### config.mk
export PLATFORM = sky130hd
export DESIGN_NAME = k_way_sorted_merge_unit
export DESIGN_NICKNAME = d
export VERILOG_FILES = /design/src/kwm_pkg.sv /design/src/kwm_ctrl.sv /design/src/kwm_datapath.sv /design/src/k_way_sorted_merge_unit.sv
export VERILOG_INCLUDE_DIRS = /design/src /design/src/src
export SDC_FILE = /design/constraint.sdc
export NUM_CORES = 1
export LEC_CHECK = 0
export ABC_AREA = 0
export BUFFER_PORTS_ARGS = -buffer_cell sky130_fd_sc_hd__buf_4
export CAP_MARGIN = 20
export CORE_UTILIZATION = 60
export CTS_CLUSTER_DIAMETER = 40
export CTS_CLUSTER_SIZE = 16
export DETAILED_ROUTE_END_ITERATION = 10
export PLACE_DENSITY = 0.78
export SLEW_MARGIN = 5
export SYNTH_ARGS = -nofsm -noshare
export SYNTH_HDL_FRONTEND = slang
export SYNTH_SLANG_ARGS = --single-unit
### constraint.sdc
create_clock -name clk -period 7.42 [get_ports clk]
set_input_delay 0.371 -clock clk [delete_from_list [all_inputs] [get_ports clk]]
set_output_delay 0.371 -clock clk [all_outputs]
set_load 0.01 [all_outputs]
### src/k_way_sorted_merge_unit_assert.svh
// ----------------------------------------------------------------------------
// k_way_sorted_merge_unit_assert.svh
// Assertion macros shared by the merge unit.
// ----------------------------------------------------------------------------
`ifndef K_WAY_SORTED_MERGE_UNIT_ASSERT_SVH
`define K_WAY_SORTED_MERGE_UNIT_ASSERT_SVH

// Same-cycle implication, checked out of reset
`define KWM_ASSERT_NOW(label, ante, cons) \
    label: assert property (@(posedge clk) disable iff (!rst_n) (ante) |-> (cons)) \
        else $error("merge unit check failed");

// Next-cycle implication, checked out of reset
`define KWM_ASSERT_NEXT(label, ante, cons) \
    label: assert property (@(posedge clk) disable iff (!rst_n) (ante) |=> (cons)) \
        else $error("merge unit check failed");

`endif

### src/kwm_pkg.sv
`default_nettype none
// ----------------------------------------------------------------------------
// kwm_pkg
// Shared constants, status codes and control structs of the merge unit.
// ----------------------------------------------------------------------------
package kwm_pkg;

    // Sizing
    localparam int MAX_STREAMS = 8;
    localparam int VALUE_BITS  = 32;
    localparam int STR_W       = $clog2(MAX_STREAMS);
    localparam int SCNT_W      = $clog2(MAX_STREAMS + 1);

    // Fixed field widths of the ports
    localparam int VALUE_W = 32;
    localparam int INDEX_W = 3;
    localparam int CFG_W   = 4;
    localparam int TOTAL_W = 32;

    // Request codes
    localparam logic REQ_VALUE = 1'b0;
    localparam logic REQ_END   = 1'b1;

    // Per-stream status codes
    localparam logic [1:0] ST_AWAIT = 2'd0;
    localparam logic [1:0] ST_HOLD  = 2'd1;
    localparam logic [1:0] ST_END   = 2'd2;

    // Controller to datapath
    typedef struct packed {
        logic apply_item;
        logic emit_done;
        logic scan_start;
        logic scan_step;
        logic emit_value;
    } kwm_cmd_t;

    // Datapath to controller
    typedef struct packed {
        logic any_await;
        logic any_hold;
        logic scan_last;
        logic out_free;
    } kwm_sts_t;

endpackage : kwm_pkg
`default_nettype wire

### src/kwm_ctrl.sv
`default_nettype none
// ----------------------------------------------------------------------------
// kwm_ctrl
// Sequencer of the merge unit: takes a beat, checks stream status, runs the
// minimum scan and hands results to the output register.
// ----------------------------------------------------------------------------
module kwm_ctrl (
    input  wire logic              clk,
    input  wire logic              rst_n,
    input  wire logic              in_valid,
    output logic                   in_stall,
    input  wire kwm_pkg::kwm_sts_t sts,
    output kwm_pkg::kwm_cmd_t      cmd
);
    import kwm_pkg::*;

    localparam logic [1:0] S_IDLE  = 2'd0;
    localparam logic [1:0] S_CHECK = 2'd1;
    localparam logic [1:0] S_SCAN  = 2'd2;
    localparam logic [1:0] S_EMIT  = 2'd3;

    logic [1:0] state_reg;
    logic [1:0] state_next;

    // Next state and commands
    always_comb
    begin
        state_next = state_reg;
        cmd        = '0;
        case (state_reg)
            S_IDLE:
            begin
                if (in_valid)
                begin
                    cmd.apply_item = 1'b1;
                    state_next     = S_CHECK;
                end
            end
            S_CHECK:
            begin
                if (sts.any_await)
                begin
                    state_next = S_IDLE;
                end
                else if (!sts.any_hold)
                begin
                    // every stream in use ended: done result
                    if (sts.out_free)
                    begin
                        cmd.emit_done = 1'b1;
                        state_next    = S_IDLE;
                    end
                end
                else
                begin
                    cmd.scan_start = 1'b1;
                    state_next     = S_SCAN;
                end
            end
            S_SCAN:
            begin
                cmd.scan_step = 1'b1;
                if (sts.scan_last)
                begin
                    state_next = S_EMIT;
                end
            end
            S_EMIT:
            begin
                if (sts.out_free)
                begin
                    cmd.emit_value = 1'b1;
                    state_next     = S_IDLE;
                end
            end
            default:
            begin
                state_next = S_IDLE;
            end
        endcase
    end

    always_ff @(posedge clk or negedge rst_n)
    begin
        if (!rst_n)
        begin
            state_reg <= S_IDLE;
        end
        else
        begin
            state_reg <= state_next;
        end
    end

    assign in_stall = (state_reg != S_IDLE);

endmodule : kwm_ctrl
`default_nettype wire

### src/kwm_datapath.sv
`default_nettype none
// ----------------------------------------------------------------------------
// kwm_datapath
// Head and status registers, emission counter, sequential minimum scan and
// the output register of the merge unit.
// ----------------------------------------------------------------------------
module kwm_datapath (
    input  wire logic                                clk,
    input  wire logic                                rst_n,
    input  wire logic                                cfg_wr_en,
    input  wire logic [kwm_pkg::CFG_W-1:0]           cfg_wr_data,
    input  wire logic                                req_type,
    input  wire logic [kwm_pkg::INDEX_W-1:0]         stream_index,
    input  wire logic signed [kwm_pkg::VALUE_W-1:0]  incoming_value,
    input  wire kwm_pkg::kwm_cmd_t                   cmd,
    output kwm_pkg::kwm_sts_t                        sts,
    input  wire logic                                out_stall,
    output logic                                     out_valid,
    output logic signed [kwm_pkg::VALUE_W-1:0]       merged_value,
    output logic [kwm_pkg::INDEX_W-1:0]              source_stream,
    output logic                                     merge_done,
    output logic [kwm_pkg::TOTAL_W-1:0]              emitted_total
);
    import kwm_pkg::*;

    // Stream state
    logic [1:0]                   status_reg  [MAX_STREAMS];
    logic [1:0]                   status_next [MAX_STREAMS];
    logic signed [VALUE_BITS-1:0] head_reg    [MAX_STREAMS];
    logic signed [VALUE_BITS-1:0] head_next   [MAX_STREAMS];
    logic [TOTAL_W-1:0]           cnt_reg;
    logic [TOTAL_W-1:0]           cnt_next;
    logic [CFG_W-1:0]             active_reg;

    // Scan state
    logic [STR_W-1:0]             scan_idx_reg;
    logic [STR_W-1:0]             scan_idx_next;
    logic [STR_W-1:0]             best_idx_reg;
    logic [STR_W-1:0]             best_idx_next;
    logic signed [VALUE_BITS-1:0] best_val_reg;
    logic signed [VALUE_BITS-1:0] best_val_next;
    logic                         found_reg;
    logic                         found_next;

    // Output register
    logic                         out_valid_reg;
    logic                         out_valid_next;
    logic signed [VALUE_W-1:0]    merged_value_reg;
    logic signed [VALUE_W-1:0]    merged_value_next;
    logic [INDEX_W-1:0]           source_stream_reg;
    logic [INDEX_W-1:0]           source_stream_next;
    logic                         merge_done_reg;
    logic                         merge_done_next;
    logic [TOTAL_W-1:0]           emitted_total_reg;
    logic [TOTAL_W-1:0]           emitted_total_next;

    logic [SCNT_W-1:0]            stream_cnt;
    logic [STR_W-1:0]             item_idx;
    logic                         item_in_range;
    logic                         any_await;
    logic                         any_hold;
    logic signed [VALUE_BITS-1:0] cand_val;
    logic                         cand_hold;
    logic [TOTAL_W-1:0]           cnt_inc;
    logic                         out_free;

    // Effective stream count: zero acts as one, clamp at the maximum
    always_comb
    begin
        if (active_reg == '0)
        begin
            stream_cnt = SCNT_W'(1);
        end
        else if (int'(active_reg) > MAX_STREAMS)
        begin
            stream_cnt = SCNT_W'(MAX_STREAMS);
        end
        else
        begin
            stream_cnt = SCNT_W'(active_reg);
        end
    end

    assign item_idx      = STR_W'(stream_index);
    assign item_in_range = (int'(stream_index) < int'(stream_cnt));

    // Status summary over the streams in the merge
    always_comb
    begin
        any_await = 1'b0;
        any_hold  = 1'b0;
        for (int i = 0; i < MAX_STREAMS; i++)
        begin
            if (i < int'(stream_cnt))
            begin
                if (status_reg[i] == ST_AWAIT)
                begin
                    any_await = 1'b1;
                end
                if (status_reg[i] == ST_HOLD)
                begin
                    any_hold = 1'b1;
                end
            end
        end
    end

    assign cand_val  = head_reg[scan_idx_reg];
    assign cand_hold = (status_reg[scan_idx_reg] == ST_HOLD);
    assign cnt_inc   = (cnt_reg == '1) ? cnt_reg : cnt_reg + TOTAL_W'(1);
    assign out_free  = !out_valid_reg || !out_stall;

    assign sts.any_await = any_await;
    assign sts.any_hold  = any_hold;
    assign sts.scan_last = (int'(scan_idx_reg) == int'(stream_cnt) - 1);
    assign sts.out_free  = out_free;

    // Stream state updates
    always_comb
    begin
        status_next = status_reg;
        head_next   = head_reg;
        cnt_next    = cnt_reg;
        if (cmd.apply_item && item_in_range && status_reg[item_idx] == ST_AWAIT)
        begin
            if (req_type == REQ_VALUE)
            begin
                head_next[item_idx]   = VALUE_BITS'(incoming_value);
                status_next[item_idx] = ST_HOLD;
            end
            else
            begin
                status_next[item_idx] = ST_END;
            end
        end
        if (cmd.emit_done)
        begin
            for (int i = 0; i < MAX_STREAMS; i++)
            begin
                status_next[i] = ST_AWAIT;
            end
            cnt_next = '0;
        end
        if (cmd.emit_value)
        begin
            status_next[best_idx_reg] = ST_AWAIT;
            cnt_next                  = cnt_inc;
        end
    end

    // Minimum scan, one stream a cycle; ties go to the later stream
    always_comb
    begin
        scan_idx_next = scan_idx_reg;
        best_idx_next = best_idx_reg;
        best_val_next = best_val_reg;
        found_next    = found_reg;
        if (cmd.scan_start)
        begin
            scan_idx_next = '0;
            found_next    = 1'b0;
        end
        else if (cmd.scan_step)
        begin
            if (cand_hold && (!found_reg || cand_val <= best_val_reg))
            begin
                best_idx_next = scan_idx_reg;
                best_val_next = cand_val;
                found_next    = 1'b1;
            end
            scan_idx_next = scan_idx_reg + STR_W'(1);
        end
    end

    // Output register
    always_comb
    begin
        out_valid_next     = out_valid_reg && out_stall;
        merged_value_next  = merged_value_reg;
        source_stream_next = source_stream_reg;
        merge_done_next    = merge_done_reg;
        emitted_total_next = emitted_total_reg;
        if (cmd.emit_done)
        begin
            out_valid_next     = 1'b1;
            merged_value_next  = '0;
            source_stream_next = '0;
            merge_done_next    = 1'b1;
            emitted_total_next = cnt_reg;
        end
        else if (cmd.emit_value)
        begin
            out_valid_next     = 1'b1;
            merged_value_next  = VALUE_W'(best_val_reg);
            source_stream_next = INDEX_W'(best_idx_reg);
            merge_done_next    = 1'b0;
            emitted_total_next = cnt_inc;
        end
    end

    // Control state
    always_ff @(posedge clk or negedge rst_n)
    begin
        if (!rst_n)
        begin
            for (int i = 0; i < MAX_STREAMS; i++)
            begin
                status_reg[i] <= ST_AWAIT;
            end
            cnt_reg       <= '0;
            active_reg    <= CFG_W'(MAX_STREAMS);
            found_reg     <= 1'b0;
            scan_idx_reg  <= '0;
            out_valid_reg <= 1'b0;
        end
        else
        begin
            status_reg    <= status_next;
            cnt_reg       <= cnt_next;
            found_reg     <= found_next;
            scan_idx_reg  <= scan_idx_next;
            out_valid_reg <= out_valid_next;
            if (cfg_wr_en)
            begin
                active_reg <= cfg_wr_data;
            end
        end
    end

    // Payload
    always_ff @(posedge clk)
    begin
        head_reg          <= head_next;
        best_idx_reg      <= best_idx_next;
        best_val_reg      <= best_val_next;
        merged_value_reg  <= merged_value_next;
        source_stream_reg <= source_stream_next;
        merge_done_reg    <= merge_done_next;
        emitted_total_reg <= emitted_total_next;
    end

    assign out_valid     = out_valid_reg;
    assign merged_value  = merged_value_reg;
    assign source_stream = source_stream_reg;
    assign merge_done    = merge_done_reg;
    assign emitted_total = emitted_total_reg;

endmodule : kwm_datapath
`default_nettype wire

### src/k_way_sorted_merge_unit.sv
// An item that leaves some stream awaiting gives no beat.
// A done result is registered from the check state once the output is free; a merged value
// after the minimum scan over the N streams in use, one stream a cycle, once the output is free.
// One item at a time; in_stall is high from acceptance until the item is finished.
// Reset: all streams awaiting, count zero, stream count 8, output empty.
`default_nettype none
// ----------------------------------------------------------------------------
// k_way_sorted_merge_unit
// Merges up to eight ascending integer streams into one ascending stream.
// ----------------------------------------------------------------------------
`include "k_way_sorted_merge_unit_assert.svh"

module k_way_sorted_merge_unit (
    input  wire logic                                clk,
    input  wire logic                                rst_n,
    input  wire logic                                cfg_wr_en,
    input  wire logic [kwm_pkg::CFG_W-1:0]           cfg_wr_data,
    input  wire logic                                in_valid,
    output logic                                     in_stall,
    input  wire logic                                req_type,
    input  wire logic [kwm_pkg::INDEX_W-1:0]         stream_index,
    input  wire logic signed [kwm_pkg::VALUE_W-1:0]  incoming_value,
    output logic                                     out_valid,
    input  wire logic                                out_stall,
    output logic signed [kwm_pkg::VALUE_W-1:0]       merged_value,
    output logic [kwm_pkg::INDEX_W-1:0]              source_stream,
    output logic                                     merge_done,
    output logic [kwm_pkg::TOTAL_W-1:0]              emitted_total
);
    import kwm_pkg::*;

    kwm_cmd_t cmd;
    kwm_sts_t sts;

    // Sequencer
    kwm_ctrl u_ctrl (
        .clk      (clk),
        .rst_n    (rst_n),
        .in_valid (in_valid),
        .in_stall (in_stall),
        .sts      (sts),
        .cmd      (cmd)
    );

    // Datapath
    kwm_datapath u_datapath (
        .clk            (clk),
        .rst_n          (rst_n),
        .cfg_wr_en      (cfg_wr_en),
        .cfg_wr_data    (cfg_wr_data),
        .req_type       (req_type),
        .stream_index   (stream_index),
        .incoming_value (incoming_value),
        .cmd            (cmd),
        .sts            (sts),
        .out_stall      (out_stall),
        .out_valid      (out_valid),
        .merged_value   (merged_value),
        .source_stream  (source_stream),
        .merge_done     (merge_done),
        .emitted_total  (emitted_total)
    );

    // Checks
    `KWM_ASSERT_NEXT(a_busy_after_beat, in_valid && !in_stall, in_stall)
    `KWM_ASSERT_NOW(a_done_payload, out_valid && merge_done,
                    merged_value == '0 && source_stream == '0)
    `KWM_ASSERT_NOW(a_value_counted, out_valid && !merge_done, emitted_total != '0)
    `KWM_ASSERT_NOW(a_one_command, 1'b1, $onehot0(cmd))

endmodule : k_way_sorted_merge_unit
`default_nettype wire

==> metrics.md <==
| Metric | Value |
|---|---|
| YS warnings | 0 |
| Main area contributors after synthesis | edfxtp_1 55%, mux4_2 8.4%, dfrtp_1 8.2%, dfxtp_1 4.1%, ha_1 2.8% |
| Compound-Gate Fraction of Synth Area | around 6.5% |
| Max Clock Freq | between 200 and 250 MHz |
| Top-area cell type share of the netlist area | a little over half |
| Iter 0 DRT Violations | around 1100 |
| Commonest cells post-synth | 323 x edfxtp_1, 110 x nand2_1, 80 x a21oi_1, 69 x nor2_1, 66 x mux4_2 |
| Setup-failing EPs final | 0 |
| Most common cell in the netlist | edfxtp_1 |
| Adder-Cell Fraction of Synth Area | between 2 and 3% |
| Hold Buf Count CTS | 1 |
| Ys async rst share | approximately 14% |
| Slew HR | about a third |
| Die area | 30100 um2 |
| Initial Util | between 60% and 70% |
| Setup TNS Final | 0 ps |
| Part of the cycle the worst path needs | 64.3% |
| Sequential share of the synthesized area | 67.4% |
| Port bufs | 114 |
| Clk pin slew, worst setup/hold paths | ~70 ps |
| Max Root-Sink Buffers | 3 |
| WL final | 37100 um |
| Routed vias/inst | roughly 6.1 |
| Pin count of the biggest net entering global routing | 61 |
| CP Capture Type | flip-flop |
| Htree depth | 2 |
| Synth area leader | edfxtp_1 |
| PwrDens | around 350 nW/um2 |
| RSZ-0062 raised after global routing | false |
| Gpl congestion | ~0.89 |
| Mux cell area share after synthesis | approximately 11% |
| Static Leak | approximately 7.5 nW |
| Top fanout value on the critical path | 39 |
| Num CTS Buffers | 45 |
| Mapped Avg Cell Area | between 10 and 15 um2 |
| Synth Area in XOR/XNOR | under 10% |
| Max FFs per register | roughly 260 |
| DR pass1 iterations | 6 |
| Min cycle time layout | roughly 4800 ps |
| Delay-heaviest family, CP | simple AND/OR/NAND/NOR gates |
| Routed vias | between 10000 and 15000 |
| Final nets | between 1000 and 1500 |
| Clk_lat worst skew | between 500 and 600 ps |
| WP buf/inv | 2 |
| Reg2reg setup slack | 2650 ps |
| GR Overflow Total | 0 |
| RR Endpoint | u_datapath.best_idx_reg[2] |
| Reg2Reg Depth | 11 |
| CTS tree | built |
| Die Height | about 170 um |
| First-pass GRT wire length | a little under 60000 um |
| CTS Sinks | ~420 |
| Crit path cell chain | buf_4 -> mux4_2 -> mux2_2 -> ha_1 -> nand4_1 -> nor4_1 -> nand3_1 -> nand4b_1 -> o2111ai_1 -> nor2_4 -> buf_12 |
| Hold path start | incoming_value[15] |
| Core footprint | 28900 um2 |
| Hold EP | u_datapath.head_reg[79] |
| GRT Resource Usage Total | 25.2% |
| Distinct cell type count after synthesis | 64 |
| Hold/Removal Path Class | input port to flip-flop |
| Post-CTS resize count | 0 |
| Reg2reg start | u_datapath.scan_idx_reg[1] |
| Post-Syn Instances | approximately 1200 |
| Worst path arrival time | 5000 ps |
| Startpoint Class | flip-flop |
| DRT antenna net count | 0 |
| I/O Pins | around 120 |
| Post-Synth Simple-Gate Area | under 10% |
| Worst path slowest cell | dfrtp_2 |
| Fin Hold WS | slightly above 40 ps |
| Hold Crit Depth | 1 |
| Fin. max-slew vios | 0 |
| Max stage delay on crit path | between 1000 and 1500 ps |
| Synthesized area | around 18000 um2 |
| Main synth FF type | edfxtp_1 |
| Status | completed |
| Hold Fails Final Rpt | 0 |
| Initial antenna violation count | 1 |
| Clk_skew | roughly 32 ps |
| Crit path kind | flip-flop to flip-flop |
| Std cell rows | between 60 and 70 |
| Largest family of logic cells by synthesized area | multiplexers |
| Seq cells post-synth | around 420 |
| Fraction of final layout cells with drive strength greater than 1 | 24.7% |
| Post-synth EDFFs | approximately 320 |
| DR WL/cell | approximately 21 um |
| Vias in the first global route | ~10000 |
| Post-CTS Setup Inserts | 0 |
| Layout area overhead | 16.3% |
| Max_cap viols | 0 |
| # DRC | 0 |
| DP HPWL | roughly 22000 um |
| Peak supply drop | approximately 0.34 mV |
| Post-synth net total | between 1000 and 1500 |
| Worst EP required | roughly 7700 ps |
| Die W | between 150 and 200 um |
| Measured slew at the worst slew-check pin | a little over 1000 ps |
| Root buf cell | clkbuf_16 |
worst max-delay path by stage:
stage	to	depth (start not counted)	slack, ps	start
3_5_place_dp	u_datapath.best_val_reg[4]	10	2050	u_datapath.scan_idx_reg[0]
3_3_place_gp	u_datapath.best_val_reg[24]	10	2210	u_datapath.scan_idx_reg[0]
5_1_grt	u_datapath.best_idx_reg[2]	11	2420	u_datapath.scan_idx_reg[1]
4_1_cts	u_datapath.best_idx_reg[0]	10	1950	u_datapath.scan_idx_reg[0]
2_1_floorplan	u_datapath.best_idx_reg[0]	11	2180	u_datapath.scan_idx_reg[0]
6_report	u_datapath.best_idx_reg[2]	11	2650	u_datapath.scan_idx_reg[1]
power by group:
| group | leakage (nW) | internal [mW] | switching, mW |
|---|---|---|---|
| logic | 2.79 | 0.912 | 0.854 |
| clock network | 0.739 | 1.31 | 0.944 |
| registers | 4.00 | 2.81 | 0.270 |
cell type report:
type,count,area [um2]
Multi-Input combinational cell,680,5390
Timing Repair Buffer,134,1050
Fill cell,1855,8330
Clock inverter,32,324
Tap cell,384,480
Antenna cell,1,2.50
Inverter,44,165
Clock buffer,52,1210
Sequential cell,418,11900
placed cells by master (no fill, tap or decap), types with 6 or more instances in the layout:
master and n:
edfxtp_1 323, nor4_1 6, xnor2_1 12, nor3_1 17
nand2b_1 14, a31oi_1 17, nand4_1 16, ha_1 39
clkinvlp_4 7, xor2_1 26, mux2_2 37, clkbuf_16 46
dfxtp_1 36, o31ai_1 13, inv_1 43, and2_1 6
and3_1 6, buf_4 130, a211oi_1 7, inv_6 6
mux4_2 66, dfrtp_1 56, nand3_1 22, nor2b_1 16
a21oi_1 80, nor2_1 67, clkinv_2 6, nand2_1 109
o21ai_0 38, or3_1 6
metal layers:
metal  global-route usage [%]  part of all wire (%)  wire length [um]  up-vias
met5                        0                     0                 0        -
met4                     8.30                   2.4               899        0
met3                     4.32                   6.6              2440       69
met2                     42.2                    50             18500      450
met1                     33.7                    41             15300     5264
li1                         -                     -                 -     4818
stage by stage:
stage / instance area (um2) / util, % / setup slack (ps) / cells / total power [mW]
6_report: 20500 / 71.1 / 2650 / 1745 / 7.09
3_5_place_dp: 18900 / 65.5 / 2050 / 1656 / 4.84
3_3_place_gp: 18900 / 65.5 / 2210 / 1656 / 4.78
2_1_floorplan: 17600 / - / 2180 / 1199 / 4.27
4_1_cts: 20500 / 70.9 / 1950 / 1741 / 7.11
5_1_grt: 20500 / 71.1 / 2420 / 1745 / 7.41
worst reg2reg max path, cell delays in order, from the launching register on:
cell	delay, ps
dfrtp_2	1030
buf_4	580
mux4_2	380
mux2_2	310
ha_1	370
nand4_1	190
nor4_1	510
nand3_1	170
nand4b_1	130
o2111ai_1	210
nor2_4	350
buf_12	260
cells by family after synthesis:
logic type               count (synthesis)
AO/OA/AOI/OAI                          191
AND/OR/NAND/NOR                        308
buffers and inverters                  101
multiplexers                           104
XOR/XNOR                                38
flip-flops                             418
adder cells (fa/ha/maj)                 39
Note: power is estimated with default switching activity, not from simulation.
